<file path="config.mk">
export PLATFORM = sky130hd
export DESIGN_NAME = vario_tone_sequencer
export DESIGN_NICKNAME = d
export VERILOG_FILES = /design/src/hdl/vts_pkg.sv /design/src/hdl/vario_tone_sequencer.sv
export SDC_FILE = /design/constraint.sdc
export NUM_CORES = 1
export LEC_CHECK = 0
export ABC_AREA = 0
export BUFFER_PORTS_ARGS = -buffer_cell sky130_fd_sc_hd__buf_2
export CAP_MARGIN = 20
export CORE_ASPECT_RATIO = 0.75
export CORE_MARGIN = 2
export CORE_UTILIZATION = 35
export CTS_BUF_LIST = sky130_fd_sc_hd__clkbuf_2 sky130_fd_sc_hd__clkbuf_4 sky130_fd_sc_hd__clkbuf_8
export CTS_CLUSTER_DIAMETER = 120
export CTS_CLUSTER_SIZE = 28
export DETAILED_ROUTE_END_ITERATION = 12
export GPL_TIMING_DRIVEN = 0
export PLACE_DENSITY = 0.53
export SLEW_MARGIN = 30
export SYNTH_ARGS = -nofsm -noshare
export SYNTH_HDL_FRONTEND = slang
export SYNTH_SLANG_ARGS = --single-unit
export TNS_END_PERCENT = 1
</file>
<file path="constraint.sdc">
create_clock -name clk -period 15.05 [get_ports clk]
set_clock_uncertainty 0.05 [all_clocks]
set_input_delay 2.2575 -clock clk [delete_from_list [all_inputs] [get_ports clk]]
set_output_delay 2.2575 -clock clk [all_outputs]
set_load 0.02 [all_outputs]
</file>
<file path="src/hdl/vts_pkg.sv">
// shared types and constants of the vario tone sequencer
package vts_pkg;

  // input item kinds
  localparam logic OP_PACKET = 1'b0;
  localparam logic OP_TICK   = 1'b1;

  // configuration register indexes
  localparam int CfgIdxW = 3;
  localparam logic [CfgIdxW-1:0] CFG_BASE_FREQ = 3'd0;
  localparam logic [CfgIdxW-1:0] CFG_INT_LIMIT = 3'd1;
  localparam logic [CfgIdxW-1:0] CFG_CHIRP_LO  = 3'd2;
  localparam logic [CfgIdxW-1:0] CFG_CHIRP_HI  = 3'd3;
  localparam logic [CfgIdxW-1:0] CFG_WATCHDOG  = 3'd4;
  localparam int CfgDataW = 12;

  // reset values of the configuration registers
  localparam logic [11:0] BASE_FREQ_RST = 12'd300;
  localparam logic [10:0] INT_LIMIT_RST = 11'd1000;
  localparam logic [11:0] CHIRP_LO_RST  = 12'd500;
  localparam logic [11:0] CHIRP_HI_RST  = 12'd3000;
  localparam logic [6:0]  WATCHDOG_RST  = 7'd100;

  // pitch handling: offset, then divide by 12 as multiply by ceil(2^19/12)
  localparam logic signed [16:0] PITCH_OFFSET = 17'sd10000;
  localparam logic [15:0] DIV12_RECIP = 16'd43691;
  localparam int DIV12_SHIFT = 19;

  localparam logic [10:0] VOL_MAX = 11'd100;

  // gating windows
  localparam logic [15:0] GATE_INTERVAL_MIN = 16'd10;
  localparam logic [4:0]  VARIO_GATE_WRAP   = 5'd20;
  localparam logic [4:0]  VARIO_GATE_ON     = 5'd10;
  localparam logic [4:0]  CRUISE_GATE_WRAP  = 5'd15;
  localparam logic [4:0]  CRUISE_GATE_ON    = 5'd5;

  typedef enum logic [1:0] {
    CHIRP_STOPPED = 2'd0,
    CHIRP_DOWN    = 2'd1,
    CHIRP_UP      = 2'd2
  } chirp_mode_t;

  // percent * 65536 / 100 for percent <= 100:
  // percent*655 + floor(percent*9/25), the last via *41 >> 10
  function automatic logic [16:0] vol_scale(input logic [6:0] pct);
    logic [9:0]  x9;
    logic [15:0] q;
    logic [16:0] whole;
    x9    = 10'({3'b0, pct} * 10'd9);
    q     = 16'({6'b0, x9} * 16'd41);
    whole = 17'({10'b0, pct} * 17'd655);
    return whole + {11'b0, q[15:10]};
  endfunction

endpackage

</file>
<file path="src/hdl/vario_tone_sequencer.sv">
// vario tone sequencer: settings packets and ticks in, tone settings out
//
//  channel | direction | handshake             | payload
//  in_     | input     | in_valid / in_stall   | opcode, pitch, interval, volume, mode, error
//  out_    | output    | out_valid / out_stall | tone frequency, volume level, enable
//  cfg_    | input     | cfg_valid / cfg_ready | register index, write data
//
// an item is worked off while it sits in the input register: its state update and
// a tick's result are registered as it leaves, so a result beat is offered from the
// output register; one item is taken every cycle unless out_stall holds a tick
// rst_n is synchronous; it restores the register defaults and clears the block
// state and the valid flags; out_stall holds a tick in the input register and
// so stalls the input side; packets pass a stalled output since they give no result
module vario_tone_sequencer (
  input  logic                             clk,
  input  logic                             rst_n,
  input  logic                             in_valid,
  output logic                             in_stall,
  input  logic                             in_opcode,
  input  logic signed [15:0]               in_pitch_word,
  input  logic [15:0]                      in_interval_word,
  input  logic [7:0]                       in_volume_step,
  input  logic [7:0]                       in_climb_mode,
  input  logic signed [7:0]                in_speed_error_raw,
  output logic                             out_valid,
  input  logic                             out_stall,
  output logic [12:0]                      out_tone_frequency_hz,
  output logic [16:0]                      out_volume_level,
  output logic                             out_sound_enable,
  input  logic                             cfg_valid,
  output logic                             cfg_ready,
  input  logic [vts_pkg::CfgIdxW-1:0]      cfg_index,
  input  logic [vts_pkg::CfgDataW-1:0]     cfg_data
);
  import vts_pkg::*;

  // configuration
  logic [11:0] base_freq_r, chirp_lo_r, chirp_hi_r;
  logic [10:0] int_limit_r;
  logic [6:0]  watchdog_ticks_r;

  // input register
  logic               s1_valid_r, s1_op_r;
  logic signed [15:0] s1_pitch_r;
  logic [15:0]        s1_interval_r;
  logic [7:0]         s1_volume_r, s1_climb_r, s1_speed_r;

  // block state
  logic [11:0]  pitch_div_r, pitch_div_nxt;
  logic [15:0]  interval_r, interval_nxt;
  logic [6:0]   vol_pct_r, vol_pct_nxt;
  logic [7:0]   climb_r, climb_nxt;
  logic [7:0]   speed_err_r, speed_err_nxt;
  logic [6:0]   wdog_r, wdog_nxt;
  logic [11:0]  integ_r, integ_nxt;
  chirp_mode_t  chirp_mode_r, chirp_mode_nxt;
  logic [12:0]  chirp_freq_r, chirp_freq_nxt;
  logic [7:0]   chirp_inc_r, chirp_inc_nxt;
  logic [4:0]   gate_r, gate_nxt;

  // output register
  logic        out_valid_r;
  logic [12:0] out_freq_r;
  logic [16:0] out_level_r;
  logic        out_en_r;

  logic advance, out_free, s1_load;

  // packet datapath
  logic signed [16:0] pitch_sum;
  logic [15:0]        pitch_clamp;
  logic [31:0]        pitch_prod;
  logic [10:0]        vol_x5;

  // tick datapath
  logic [6:0]         wdog_dec;
  logic signed [7:0]  err_s;
  logic signed [12:0] int_sum, lim_s;
  logic signed [13:0] chirp_f, chirp_step;
  logic [12:0]        tick_freq;
  logic [4:0]         gate_inc;
  logic               tick_mute;

  assign out_free = !out_valid_r || !out_stall;
  assign advance  = s1_valid_r && (s1_op_r == OP_PACKET || out_free);
  assign s1_load  = !s1_valid_r || advance;
  assign in_stall = s1_valid_r && !advance;
  assign cfg_ready = !s1_valid_r;

  assign out_valid             = out_valid_r;
  assign out_tone_frequency_hz = out_freq_r;
  assign out_volume_level      = out_level_r;
  assign out_sound_enable      = out_en_r;

  // packet: offset and clamp the pitch, then divide by 12
  assign pitch_sum   = {s1_pitch_r[15], s1_pitch_r} + PITCH_OFFSET;
  assign pitch_clamp = pitch_sum[16] ? 16'd0 : pitch_sum[15:0];
  assign pitch_prod  = pitch_clamp * DIV12_RECIP;
  assign vol_x5      = 11'({3'b0, s1_volume_r} * 11'd5);
  assign wdog_dec    = (wdog_r != 7'd0) ? wdog_r - 7'd1 : 7'd0;

  always_comb begin
    pitch_div_nxt  = pitch_div_r;
    interval_nxt   = interval_r;
    vol_pct_nxt    = vol_pct_r;
    climb_nxt      = climb_r;
    speed_err_nxt  = speed_err_r;
    wdog_nxt       = wdog_r;
    integ_nxt      = integ_r;
    chirp_mode_nxt = chirp_mode_r;
    chirp_freq_nxt = chirp_freq_r;
    chirp_inc_nxt  = chirp_inc_r;
    gate_nxt       = gate_r;
    tick_freq      = 13'd0;
    tick_mute      = 1'b1;
    err_s          = signed'(speed_err_r);
    int_sum        = 13'(signed'(integ_r)) + 13'(err_s);
    lim_s          = signed'({2'b0, int_limit_r});
    chirp_f        = 14'sd0;
    chirp_step     = 14'sd0;
    gate_inc       = gate_r + 5'd1;

    if (s1_op_r == OP_PACKET) begin
      pitch_div_nxt = pitch_prod[DIV12_SHIFT +: 12];
      interval_nxt  = s1_interval_r;
      vol_pct_nxt   = (vol_x5 > VOL_MAX) ? VOL_MAX[6:0] : vol_x5[6:0];
      climb_nxt     = s1_climb_r;
      speed_err_nxt = 8'(~s1_speed_r + 8'd1);
      wdog_nxt      = watchdog_ticks_r;
    end else begin
      wdog_nxt = wdog_dec;
      if (wdog_dec == 7'd0) begin
        vol_pct_nxt = 7'd0;
      end else if (vol_pct_r != 7'd0) begin
        tick_mute = 1'b0;
        if (climb_r != 8'd0) begin
          tick_freq = {1'b0, base_freq_r} + {1'b0, pitch_div_r};
          if (interval_r > GATE_INTERVAL_MIN) begin
            if (gate_inc > VARIO_GATE_WRAP) gate_inc = 5'd0;
            gate_nxt = gate_inc;
            if (gate_inc > VARIO_GATE_ON) tick_freq = 13'd0;
          end
        end else begin
          // integrator past the limit starts a chirp, a running one in the same direction is kept
          if (int_sum > lim_s) begin
            if (chirp_mode_r != CHIRP_DOWN) begin
              chirp_freq_nxt = {1'b0, chirp_hi_r};
              chirp_inc_nxt  = speed_err_r;
            end
            chirp_mode_nxt = CHIRP_DOWN;
            int_sum = 13'sd0;
          end else if (int_sum < -lim_s) begin
            if (chirp_mode_r != CHIRP_UP) begin
              chirp_freq_nxt = {1'b0, chirp_lo_r};
              chirp_inc_nxt  = speed_err_r;
            end
            chirp_mode_nxt = CHIRP_UP;
            int_sum = 13'sd0;
          end
          integ_nxt = int_sum[11:0];

          chirp_step = 14'(signed'(chirp_inc_nxt));
          chirp_f    = signed'({1'b0, chirp_freq_nxt});
          case (chirp_mode_nxt)
            CHIRP_UP: begin
              chirp_f = chirp_f - chirp_step;
            end
            CHIRP_DOWN: begin
              chirp_f = chirp_f - (chirp_step >>> 1);
            end
            default: begin
              chirp_f = 14'sd0;
            end
          endcase
          if (chirp_mode_nxt == CHIRP_UP || chirp_mode_nxt == CHIRP_DOWN) begin
            // chirp ends as soon as it leaves the window
            if (chirp_f > signed'({2'b0, chirp_hi_r}) ||
                chirp_f < signed'({2'b0, chirp_lo_r})) begin
              chirp_f        = 14'sd0;
              chirp_mode_nxt = CHIRP_STOPPED;
              chirp_inc_nxt  = 8'd0;
            end
          end
          chirp_freq_nxt = chirp_f[12:0];
          tick_freq      = chirp_f[12:0];

          if (err_s > 8'sd0) begin
            if (gate_inc > CRUISE_GATE_WRAP) gate_inc = 5'd0;
            gate_nxt = gate_inc;
            if (gate_inc > CRUISE_GATE_ON) tick_freq = 13'd0;
          end
        end
      end
    end
  end

  always_ff @(posedge clk) begin
    if (!rst_n) begin
      base_freq_r      <= BASE_FREQ_RST;
      int_limit_r      <= INT_LIMIT_RST;
      chirp_lo_r       <= CHIRP_LO_RST;
      chirp_hi_r       <= CHIRP_HI_RST;
      watchdog_ticks_r <= WATCHDOG_RST;
    end else if (cfg_valid && cfg_ready) begin
      case (cfg_index)
        CFG_BASE_FREQ: base_freq_r      <= cfg_data[11:0];
        CFG_INT_LIMIT: int_limit_r      <= cfg_data[10:0];
        CFG_CHIRP_LO:  chirp_lo_r       <= cfg_data[11:0];
        CFG_CHIRP_HI:  chirp_hi_r       <= cfg_data[11:0];
        CFG_WATCHDOG:  watchdog_ticks_r <= cfg_data[6:0];
        default: ;
      endcase
    end
  end

  always_ff @(posedge clk) begin
    if (!rst_n) begin
      s1_valid_r <= 1'b0;
    end else if (s1_load) begin
      s1_valid_r <= in_valid;
    end
    if (s1_load && in_valid) begin
      s1_op_r       <= in_opcode;
      s1_pitch_r    <= in_pitch_word;
      s1_interval_r <= in_interval_word;
      s1_volume_r   <= in_volume_step;
      s1_climb_r    <= in_climb_mode;
      s1_speed_r    <= in_speed_error_raw;
    end
  end

  always_ff @(posedge clk) begin
    if (!rst_n) begin
      pitch_div_r  <= 12'd0;
      interval_r   <= 16'd0;
      vol_pct_r    <= 7'd0;
      climb_r      <= 8'd0;
      speed_err_r  <= 8'd0;
      wdog_r       <= 7'd0;
      integ_r      <= 12'd0;
      chirp_mode_r <= CHIRP_STOPPED;
      chirp_freq_r <= 13'd0;
      chirp_inc_r  <= 8'd0;
      gate_r       <= 5'd0;
    end else if (advance) begin
      pitch_div_r  <= pitch_div_nxt;
      interval_r   <= interval_nxt;
      vol_pct_r    <= vol_pct_nxt;
      climb_r      <= climb_nxt;
      speed_err_r  <= speed_err_nxt;
      wdog_r       <= wdog_nxt;
      integ_r      <= integ_nxt;
      chirp_mode_r <= chirp_mode_nxt;
      chirp_freq_r <= chirp_freq_nxt;
      chirp_inc_r  <= chirp_inc_nxt;
      gate_r       <= gate_nxt;
    end
  end

  always_ff @(posedge clk) begin
    if (!rst_n) begin
      out_valid_r <= 1'b0;
    end else if (out_free) begin
      out_valid_r <= advance && s1_op_r == OP_TICK;
    end
    if (out_free && advance && s1_op_r == OP_TICK) begin
      if (tick_mute || tick_freq == 13'd0) begin
        out_freq_r  <= 13'd0;
        out_level_r <= 17'd0;
        out_en_r    <= 1'b0;
      end else begin
        out_freq_r  <= tick_freq;
        out_level_r <= vol_scale(vol_pct_r);
        out_en_r    <= 1'b1;
      end
    end
  end

  // an enabled beat always carries a tone and a volume
  a_enable_payload: assert property (@(posedge clk) disable iff (!rst_n)
    out_valid_r && out_en_r |-> out_freq_r != 13'd0 && out_level_r != 17'd0)
    else $error("sound enabled with empty tone");

  // a tick that runs the watchdog out gives a silent beat
  a_watchdog_mute: assert property (@(posedge clk) disable iff (!rst_n)
    advance && s1_op_r == OP_TICK && wdog_r <= 7'd1 |=> out_valid_r && !out_en_r)
    else $error("tick after watchdog expiry not muted");

  // volume stays within percent range
  a_vol_range: assert property (@(posedge clk) disable iff (!rst_n)
    vol_pct_r <= VOL_MAX[6:0])
    else $error("volume percent out of range");

  // a stalled input always has an item waiting in the input register
  a_stall_source: assert property (@(posedge clk) disable iff (!rst_n)
    in_stall |-> s1_valid_r && s1_op_r == OP_TICK && out_valid_r)
    else $error("input stalled without a blocked tick");

endmodule

</file>
[Yosys cells after proc, flatten, opt, wreduce, memory -nomap -nowiden]
Index checks and enable logic that the tools add are counted.
Widths: inputs -> output; s select.
Word-level totals
  register bits after elaboration: 242
  input port bits: 77
Operators by class
  $add $sub $neg: 10
  multiply operators: 5
  order comparisons: 11
  equal/unequal tests: 10
  multiplexer cells: 68
  bitwise gates (word level): 4
  reduce and logical (&&, ||, !) cells: 33
Operator list (count)
  $mux 13: 18
  $mux 8: 10
  $mux 5: 15
  $mux 14: 4
  $mux 7: 5
  $mul 16x16->31 const B: 1
  $pmux 14 s2: 1
  $mux 12: 2
  $add 16x15->17 const B: 1
  $add 17x6->17: 1
  $mul 7x10->17 const B: 1
  $gt 16x4->1 const B: 1
  $mul 10x6->16 const B: 1
  $mux 16: 1
  $mux 2: 8
  $gt 14x13->1: 1
  $lt 14x13->1: 1
  $reduce_and 2->1: 7
  $reduce_bool 7->1: 2
  $sub 14x7->14: 1
  $sub 14x8->14: 1
  $add 12x12->13: 1
  $add 12x8->13: 1
  $gt 13x12->1: 1
  other kinds (32): 55

[Logic depth before layout (Yosys ltp)]
Gate-level depths: netlist (run 1).
  word-level depth: 27
  depth in mapped cells: 43

[Least setup slack after synthesis (run 1)]
No wires, ideal clock.
  path kind: reg-to-reg
  start: reg vol_pct_r[0]
  end: reg out_level_r[15], in the netlist out_volume_level[15] (data pin)
  setup time: 0.140 ns
  arrival: 7.862 ns
  required time: 14.860 ns
  setup slack: 6.997 ns
  cell stages (with the launch flop): 35
  path buffers: 0
  period minus slack after synthesis: 8.053 ns
  path through: dfxtp_1 -> ha_1 -> ha_1 -> inv_1 -> fa_1 -> xnor2_1 -> fa_1 -> ha_1 -> ha_1 -> a41o_1 -> a21o_1 -> a21o_1 -> a21oi_1 -> nor2b_1 -> o21a_1 -> o21a_1 -> o21a_1 -> nor2_1 -> fa_1 -> ha_1 -> inv_1 -> fa_1 -> inv_1 -> ha_1 -> a21o_1 -> a21oi_1 -> o21ai_0 -> a21oi_1 -> o21ai_0 -> a21oi_1 -> o21ai_0 -> a2111oi_0 -> nor2_1 -> o311a_1 -> a21oi_2
On the way
  longest elaborated chain between the ends: 6
  elaborated cells between the ends (all ways): 13
  those cells by class: add/sub: 1; mul: 3; mux: 6; reduce/logical: 3
Ends and longest elaborated chain
  from (decl): line vario_tone_sequencer.sv:51  | logic [6:0] vol_pct_r, vol_pct_nxt;
  from (signal assigned): line vario_tone_sequencer.sv:248  | vol_pct_r <= vol_pct_nxt;
  branches (longest 6 deep; another with $add 17x6->17)
  to (signal assigned): line vario_tone_sequencer.sv:273  | out_level_r <= vol_scale(vol_pct_r);
  to (decl): line vario_tone_sequencer.sv:64  | logic [16:0] out_level_r;
Parallel ways; which one is timed is not known.
A chain may end at the register's enable or synchronous reset.

[Final worst setup path (run 1)]
  start: reg speed_err_r[4], in the netlist err_s[4]
  end: reg chirp_inc_r[3]
On the way
  longest elaborated chain between the ends: 18
  elaborated cells between the ends (all ways): 38
  those cells by class: add/sub: 3; order compare: 4; eq/ne: 2; mux: 27; reduce/logical: 2
Ends and longest elaborated chain
  from (decl): line vario_tone_sequencer.sv:53  | logic [7:0] speed_err_r, speed_err_nxt;
  from (signal assigned): line vario_tone_sequencer.sv:250  | speed_err_r <= speed_err_nxt;
  $add 12x8->13: line vario_tone_sequencer.sv:117  | int_sum = 13'(signed'(integ_r)) + 13'(err_s);
  $lt 13x13->1: line vario_tone_sequencer.sv:152  | end else if (int_sum < -lim_s) begin
  $mux 13, or another cell as far along: line vario_tone_sequencer.sv:152
  $mux 13, or another cell as far along: line vario_tone_sequencer.sv:145  | if (int_sum > lim_s) begin
  $mux 13, or another cell as far along: line vario_tone_sequencer.sv:136  | if (climb_r != 8'd0) begin
  $mux 13, or another cell as far along: line vario_tone_sequencer.sv:134  | end else if (vol_pct_r != 7'd0) begin
  $mux 13, or another cell as far along: line vario_tone_sequencer.sv:132  | if (wdog_dec == 7'd0) begin
  $mux 13, or another cell as far along: line vario_tone_sequencer.sv:123  | if (s1_op_r == OP_PACKET) begin
  [2 not listed]
  $mux 14: line vario_tone_sequencer.sv:136
  $mux 14: line vario_tone_sequencer.sv:134
  $mux 14: line vario_tone_sequencer.sv:132
  $mux 14: line vario_tone_sequencer.sv:123
  $gt 14x13->1 or $lt 14x13->1 (tied branches): line vario_tone_sequencer.sv:177, vario_tone_sequencer.sv:178
  $logic_or 1x1->1: line vario_tone_sequencer.sv:177  | if (chirp_f > signed'({2'b0, chirp_hi_r}) ||
  $mux 8: line vario_tone_sequencer.sv:177
  $mux 8 *: line vario_tone_sequencer.sv:175  | if (chirp_mode_nxt == CHIRP_UP || chirp_mode_nxt == CHIRP_DOWN) begin
  to (signal assigned): line vario_tone_sequencer.sv:255  | chirp_inc_r <= chirp_inc_nxt;
  to (decl): line vario_tone_sequencer.sv:58  | logic [7:0] chirp_inc_r, chirp_inc_nxt;
Mark *: on every way between the ends. The rest lies on a longest branch, timed or not. The select of a mux whose other input is x is not followed.

==> flow_metrics.py, run 1 <==
metrics = {
    "floorplanning": {
        "design.portCount": 111,
        "row_count": 75,
        "design.core.area_sq_um": 56100,
        "fp.dieArea_sq_um": 58900,
        "chipWidth_um": 280,
        "die_h_um": 211,
        "start_util_pct": 35.5,
    },
    "global_routing": {
        "global_route.overflow_total": 0,
        "first_global_vias": 15100,
        "wire_length_of_the_first_global_routing_pass_um": 84300,
        "grt_start_max_net_pins": 34,
        "antenna_found_initial": 0,
        "globalRouteTotalUtil_pct": 18.1,
    },
    "place": {
        "post-place-ws_ps": 5660,
        "dpl-instance-area_sq_um": 21500,
        "gp_congestion": 0.887,
        "place.detailed.hpwl_um": 44300,
        "count_of_input_and_output_buffers": 109,
        "placed_cells_incl_taps": 3012,
    },
    "yosys": {
        "ys_types": 98,
        "mappedNetlistNets": 2662,
        "async_flop_share_pct": 0,
        "ys_seq_elements": 242,
        "seq_area_frac_synth_pct": 28.7,
        "post_synth_instance_area_sq_um": 19900,
        "avgSynthCellArea_sq_um": 9.19,
        "ys.warnings.count": 0,
        "yosys_most_used_dff": "dfxtp_1",
        "post_synth_inst_count": 2170,
        "synth_enable_flop_cells": 88,
    },
    "layout": {
        "final_util_pct": 38.8,
        "final_layout_size_suffix_gt1_share_pct": 8.94,
        "filler_free_cell_count_of_the_finished_design": 3037,
        "finalNetCount": 2789,
        "commonest_non_fill_non_tap_cells_in_the_layout": "310 x ha_1, 303 x inv_1, 247 x nand2_1, 159 x a21oi_1, 154 x dfxtp_1",
        "areaGrowthSynthToFinish_pct": 9.30,
        "final_area_sq_um": 21800,
        "mostFrequentLayoutCell": "ha_1",
    },
    "routing": {
        "drc_errors": 0,
        "wirelength_um": 53400,
        "antenna_violating_nets_post_route": 0,
        "route.detailed.vias_per_inst": 5.18,
        "via_count": 15700,
        "drtPass1Iterations": 5,
        "final_routed_wire_length_divided_by_cell_count_um": 17.6,
        "drt-initial-drc-count": 1027,
    },
    "power": {
        "gate_power_share_pct": 53.9,
        "power_leakage_nw": 10.0,
        "irDropWorstVdd_mv": 0.100,
        "internal_power_mw": 1.36,
        "p_switching_mw": 1.02,
        "switching_share_pct": 42.8,
        "share_seq_of_total_power_pct": 30.9,
        "total_power_mw": 2.37,
        "power.clock.fraction_pct": 15.2,
        "power_density_nw_per_um2": 109,
    },
    "worst_setup_path": {
        "critical_path.max_fanout": 8,
        "critical_path_arrival_ps": 10040,
        "timing.setup.critical_path_class": "flop to flop",
        "critPathRequiredTime_ps": 15530,
        "path_common_cell": "ha_1",
        "max_stage_delay_ps": 650,
        "sort_of_element_at_the_end_of_the_critical_path": "flop",
        "startpoint_type": "flop",
        "timing.critical_path.slowest_stage_cell": "nor3b_1",
    },
    "clocking": {
        "clock_sinks": 242,
        "hold_buffers": 0,
        "clk_latency_ps": 600,
        "post_cts.repair.setup_buffers": 0,
        "clock_transition_at_the_registers_of_the_reported_paths_ps": 180,
        "ctsRootBufferMaster": "clkbuf_8",
        "tritoncts": "done",
        "cts_repair_resize_count": 0,
        "clock_tree.htree_level_count": 1,
        "cts_max_path_buffers": 3,
        "cts_made_buffers": 14,
    },
    "timing": {
        "timing_worst_slew_pin_value_ps": 962,
        "hold_viol": 0,
        "final_period_minus_worst_setup_slack_ps": 9560,
        "hold_ws_ps": 413,
        "final-max-slew-violation-count": 0,
        "layout_setup_ws_ps": 5490,
        "final.setup.tns_ps": 0,
        "final-setup-viol-count": 0,
        "fmax_ghz": 0.105,
        "relative_slew_margins_pct": 35.9,
        "layout_worst_path_cycle_share_pct": 63.5,
        "grt_setup_unrepaired": "no",
    },
    "status": {
        "outcome": "complete, no violations",
    },
    "hold_path": {
        "worst_hold_check_path_type": "flop to flop",
    },
    "job": {
        "drv.max_cap_violation_count": 0,
    },
}
-- cells in the mapped netlist (35+ instances only) --
cell / instances / area (sq um)
nand4_1: 35 / 219
inv_1: 304 / 1140
edfxtp_1: 88 / 2640
clkbuf_1: 46 / 173
ha_1: 310 / 3880
xnor2_1: 49 / 429
dfxtp_1: 154 / 3080
a21oi_1: 159 / 796
o21ai_0: 52 / 260
nand2_1: 247 / 927
nor2_1: 119 / 447
fa_1: 105 / 2100
nand3_1: 43 / 215
-- cell type report --
| cell class | count | area, sq um |
|---|---|---|
| tap | 731 | 915 |
| antenna | 1 | 2.50 |
| clock buffer | 19 | 236 |
| clock inverter | 5 | 78.8 |
| buffer | 58 | 251 |
| inverter | 305 | 1140 |
| timing repair buffer | 111 | 601 |
| multi-input combinational | 1565 | 12800 |
| fill | 5625 | 34300 |
| sequential | 242 | 5730 |
-- critical path: cells and delay by family (launching register included) --
family / cells / cell delay, ps
compound gates: 18 / 4020
xor+xnor: 1 / 230
fa+ha+maj: 5 / 1500
buf+inv: 2 / 390
flops: 1 / 500
mux: 1 / 420
simple gates: 10 / 2390
-- metal layers --
metal | wire (um) | track usage (%) | vias up
li1 | - | - | 7783
met1 | 28300 | 28.5 | 7533
met2 | 21700 | 26.5 | 364
met3 | 2530 | 1.81 | 49
met4 | 930 | 3.34 | 0
met5 | 0 | 0 | -
-- flip-flops by register name, summed over array words and instances, names as in the netlist, 11 cells and up --
name                   cells
out_tone_frequency_hz     13
chirp_hi_r                12
out_volume_level          17
pitch_div_r               12
s1_interval_r             16
chirp_freq_r              13
int_limit_r               11
base_freq_r               12
integ_r                   12
chirp_lo_r                12
interval_r                16
s1_pitch_r                16
-- power by group through the flow --
stage / sequential [mW] / clock (mW) / combinational, mW
2_1_floorplan: 0.742 / 0 / 0.951
3_3_place_gp: 0.748 / 0 / 1.26
3_5_place_dp: 0.748 / 0 / 1.28
4_1_cts: 0.733 / 0.373 / 1.30
5_1_grt: 0.737 / 0.395 / 1.47
6_report: 0.733 / 0.361 / 1.28
-- cells by family after synthesis --
kind of cell,Yosys count,share of synthesized area (%)
AO/OA/AOI/OAI,442,15.0
multiplexers,31,1.64
adder cells (fa/ha/maj),417,30.1
AND/OR/NAND/NOR,593,13.9
flip-flops,242,28.7
buffers and inverters,363,7.00
XOR/XNOR,82,3.64
-- path summary, 6_finish.rpt --
kind | end | slack (ps) | startpoint | cells after the start
max | chirp_inc_r[3]$_SDFFE_PN0P_ | 5490 | err_s[4]$_SDFFE_PN0P_ | 37
min reg2reg | interval_r[4]$_SDFFE_PN0P_ | 410 | interval_r[4]$_SDFFE_PN0P_ | 2
min | interval_r[4]$_SDFFE_PN0P_ | 410 | interval_r[4]$_SDFFE_PN0P_ | 2
max reg2reg | chirp_inc_r[3]$_SDFFE_PN0P_ | 5490 | err_s[4]$_SDFFE_PN0P_ | 37
Power figures use the tool's default switching activity.
==> run 2, diff against run 1 <==
--- a/config.mk
+++ b/config.mk
@@ -5,7 +5,7 @@
 export SDC_FILE = /design/constraint.sdc
 export NUM_CORES = 1
 export LEC_CHECK = 0
-export ABC_AREA = 0
+export ABC_AREA = 1
 export BUFFER_PORTS_ARGS = -buffer_cell sky130_fd_sc_hd__buf_2
 export CAP_MARGIN = 20
 export CORE_ASPECT_RATIO = 0.75
@@ -16,7 +16,7 @@
 export CTS_CLUSTER_SIZE = 28
 export DETAILED_ROUTE_END_ITERATION = 12
 export GPL_TIMING_DRIVEN = 0
-export PLACE_DENSITY = 0.53
+export PLACE_DENSITY = 0.54
 export SLEW_MARGIN = 30
 export SYNTH_ARGS = -nofsm -noshare
 export SYNTH_HDL_FRONTEND = slang
==> constraint.sdc (replaced) <==
create_clock -name clk -period 7.8 [get_ports clk]
set_clock_uncertainty 0.05 [all_clocks]
set_input_delay 1.17 -clock clk [delete_from_list [all_inputs] [get_ports clk]]
set_output_delay 1.17 -clock clk [all_outputs]
set_load 0.02 [all_outputs]
==> flow_metrics.py, run 2 <==
metrics = {
    "status": {
        "outcome": "complete, no violations",
    },
    "yosys": {
        "yosys_most_used_dff": "dfxtp_1",
        "seq_area_frac_synth_pct": 28.1,
        "ys_types": 53,
        "netlist.area_leader.share_pct": 19.0,
        "post_synth_instance_area_sq_um": 20400,
        "async_flop_share_pct": 0,
        "yosys-top-cells-count": "444 x inv_1, 390 x nand2_1, 310 x ha_1",
        "synth.top_cells.by_area": "ha_1 19%, dfxtp_1 15%, edfxtp_1 13%",
        "ys.warnings.count": 0,
        "synth_area_leader_cell": "ha_1",
        "yosys.cell_count.top_type": "inv_1",
        "avgSynthCellArea_sq_um": 8.04,
        "post_synth_inst_count": 2538,
        "mappedNetlistNets": 3030,
        "synth_enable_flop_cells": 88,
        "ys_seq_elements": 242,
    },
    "timing": {
        "final-setup-viol-count": 0,
        "hold_viol": 0,
        "grt_setup_unrepaired": "yes",
        "timing_worst_slew_pin_value_ps": 935,
        "relative_slew_margins_pct": 37.7,
        "final-max-slew-violation-count": 0,
        "fmax_ghz": 0.130,
        "final_period_minus_worst_setup_slack_ps": 7670,
        "layout_worst_path_cycle_share_pct": 98.4,
    },
    "power": {
        "irDropWorstVdd_mv": 0.219,
        "gate_power_share_pct": 62.4,
        "power_leakage_nw": 11.7,
        "total_power_mw": 5.65,
        "power.clock.fraction_pct": 12.6,
        "power_density_nw_per_um2": 239,
        "switching_share_pct": 47.2,
        "share_seq_of_total_power_pct": 25.0,
        "internal_power_mw": 2.98,
        "p_switching_mw": 2.67,
    },
    "layout": {
        "areaGrowthSynthToFinish_pct": 15.8,
        "final_layout_size_suffix_gt1_share_pct": 14.6,
        "multi_input_gate_area_in_the_final_layout_sq_um": 13400,
        "final_util_pct": 41.0,
        "commonest_non_fill_non_tap_cells_in_the_layout": "426 x inv_1, 374 x nand2_1, 291 x ha_1, 225 x nor2_1, 173 x a21oi_1",
        "number_of_flip_flops_under_the_largest_register_name": 17,
        "mostFrequentLayoutCell": "inv_1",
        "ff_latch_area_sq_um": 5760,
        "finalNetCount": 3223,
        "antenna-diode-count": 0,
        "final_area_sq_um": 23600,
        "fillerInstances": 5814,
    },
    "clocking": {
        "clk_latency_ps": 620,
        "hold_buffers": 0,
        "ctsRootBufferMaster": "clkbuf_8",
        "clock_sinks": 242,
        "clock_tree.htree_level_count": 1,
        "tritoncts": "done",
        "cts_made_buffers": 14,
        "cts_max_path_buffers": 3,
        "clock_transition_at_the_registers_of_the_reported_paths_ps": 190,
    },
    "routing": {
        "final_routed_wire_length_divided_by_cell_count_um": 16.4,
        "wirelength_um": 57700,
        "drtPass1Iterations": 6,
        "drc_errors": 0,
        "route.detailed.vias_per_inst": 4.93,
        "drt-initial-drc-count": 1209,
        "via_count": 17400,
        "antenna_violating_nets_post_route": 0,
    },
    "worst_setup_path": {
        "startpoint_type": "flop",
        "timing.setup.critical_path_class": "flop to flop",
        "critPathRequiredTime_ps": 8130,
        "timing.critical_path.from": "vol_pct_r[1]$_SDFFE_PN0P_",
        "max_stage_delay_ps": 450,
        "sort_of_element_at_the_end_of_the_critical_path": "flop",
        "regToRegSetupSlack_ps": 130,
        "timing.critical_path.slowest_stage_cell": "fa_1",
        "critical_path_arrival_ps": 8010,
        "path_common_cell": "buf_4",
        "r2r-start": "vol_pct_r[1]$_SDFFE_PN0P_",
        "critical_path.max_fanout": 2,
    },
    "job": {
        "drv.max_cap_violation_count": 0,
    },
    "global_routing": {
        "antenna_found_initial": 0,
        "wire_length_of_the_first_global_routing_pass_um": 90400,
        "globalRouteTotalUtil_pct": 19.2,
        "first_global_vias": 16800,
        "global_route.overflow_total": 0,
        "grt_start_max_net_pins": 33,
    },
    "floorplanning": {
        "chipWidth_um": 283,
        "start_util_pct": 35.5,
        "row_count": 76,
        "die_h_um": 213,
        "design.core.area_sq_um": 57500,
        "fp.dieArea_sq_um": 60200,
        "design.portCount": 111,
    },
    "place": {
        "count_of_input_and_output_buffers": 110,
        "place.detailed.hpwl_um": 46800,
        "gp_congestion": 0.907,
        "dpl-instance-area_sq_um": 22000,
    },
    "hold_path": {
        "min_from": "chirp_freq_r[12]$_SDFFE_PN0P_",
        "worst_hold_check_path_type": "flop to flop",
    },
}
==> run 2: cell types whose count changed in the layout (fill, tap and decap cells not counted), moves of 27 or more <==
cell | previous run | this run
nand2_1 | 247 | 374
inv_1 | 303 | 426
nor2_1 | 119 | 225
o21ai_0 | 52 | 151
buf_4 | 2 | 65
nand3_1 | 43 | 89
nor2_2 | 0 | 28
xnor2_1 | 49 | 22
==> run 2: final cells by class <==
cell class,count,area share [%]
buffer,59,1.22
tap,780,4.13
sequential,242,24.4
timing repair buffer,178,4.94
multi-input combinational,1783,56.7
clock inverter,7,0.477
inverter,453,7.23
clock buffer,17,0.938
==> run 2: worst max-delay path: cells and delay by family (launching register included) <==
family / cells / cell delay [ps]
xor gates and xnor gates: 3 / 430
DFF: 1 / 380
adders and majority gates: 12 / 3630
and+or+nand+nor: 7 / 510
AOI/OAI and AO/OA: 10 / 1340
buffers and inverters: 15 / 1120
==> run 2: logic make-up after synthesis <==
| kind of cell | after synthesis | share of synthesized area (%) |
|---|---|---|
| AND/OR/NAND/NOR | 847 | 17.6 |
| buffers and inverters | 513 | 9.60 |
| XOR/XNOR | 63 | 2.74 |
| multiplexers | 1 | 0.0491 |
| AO/OA/AOI/OAI | 457 | 12.6 |
| flip-flops | 242 | 28.1 |
| adder cells (fa/ha/maj) | 415 | 29.3 |
==> run 2: final timing paths <==
path,to,cells after the start
hold reg to reg,chirp_freq_r[12]$_SDFFE_PN0P_,2
hold / removal,chirp_freq_r[12]$_SDFFE_PN0P_,2
setup reg to reg,out_volume_level[16]$_SDFFCE_PP0P_,47
setup / recovery,out_volume_level[16]$_SDFFCE_PP0P_,47
==> run 2: metrics by stage <==
stage	setup TNS (ps)	hold slack, ps	cells	worst slack, ps
after floorplan	0	362	2538	12.9
after CTS	0	399	3488	2.77
after global placement	-54670	372	3428	-1370
after global routing	-3200	447	3519	-326
after detailed placement	-60840	372	3432	-1490
final	0	396	3519	128
==> run 2: power groups by stage <==
| stage | sequential [mW] | combinational, mW | clock, mW |
|---|---|---|---|
| after floorplan | 1.44 | 2.40 | 0 |
| after global placement | 1.45 | 3.21 | 0 |
| after CTS | 1.41 | 3.37 | 0.740 |
| after detailed placement | 1.44 | 3.26 | 0 |
| final | 1.41 | 3.52 | 0.712 |
| after global routing | 1.42 | 3.99 | 0.783 |
==> run 2: what timing repair did <==
action,4_1_cts,5_1_grt
pin swaps,33,84
cloned,0,2
gates resized for setup,80,119
setup endpoints to repair,52,58
hold endpoints to repair,0,0
setup buffers,33,29
==> run 2: layer usage <==
layer | up-vias | GRT usage (%) | part of all wire, %
met5 | - | 0 | 0
met4 | 0 | 4.80 | 2.5
met3 | 73 | 3.34 | 6.0
met2 | 441 | 28.3 | 41
met1 | 8105 | 28.7 | 51
li1 | 8745 | - | -
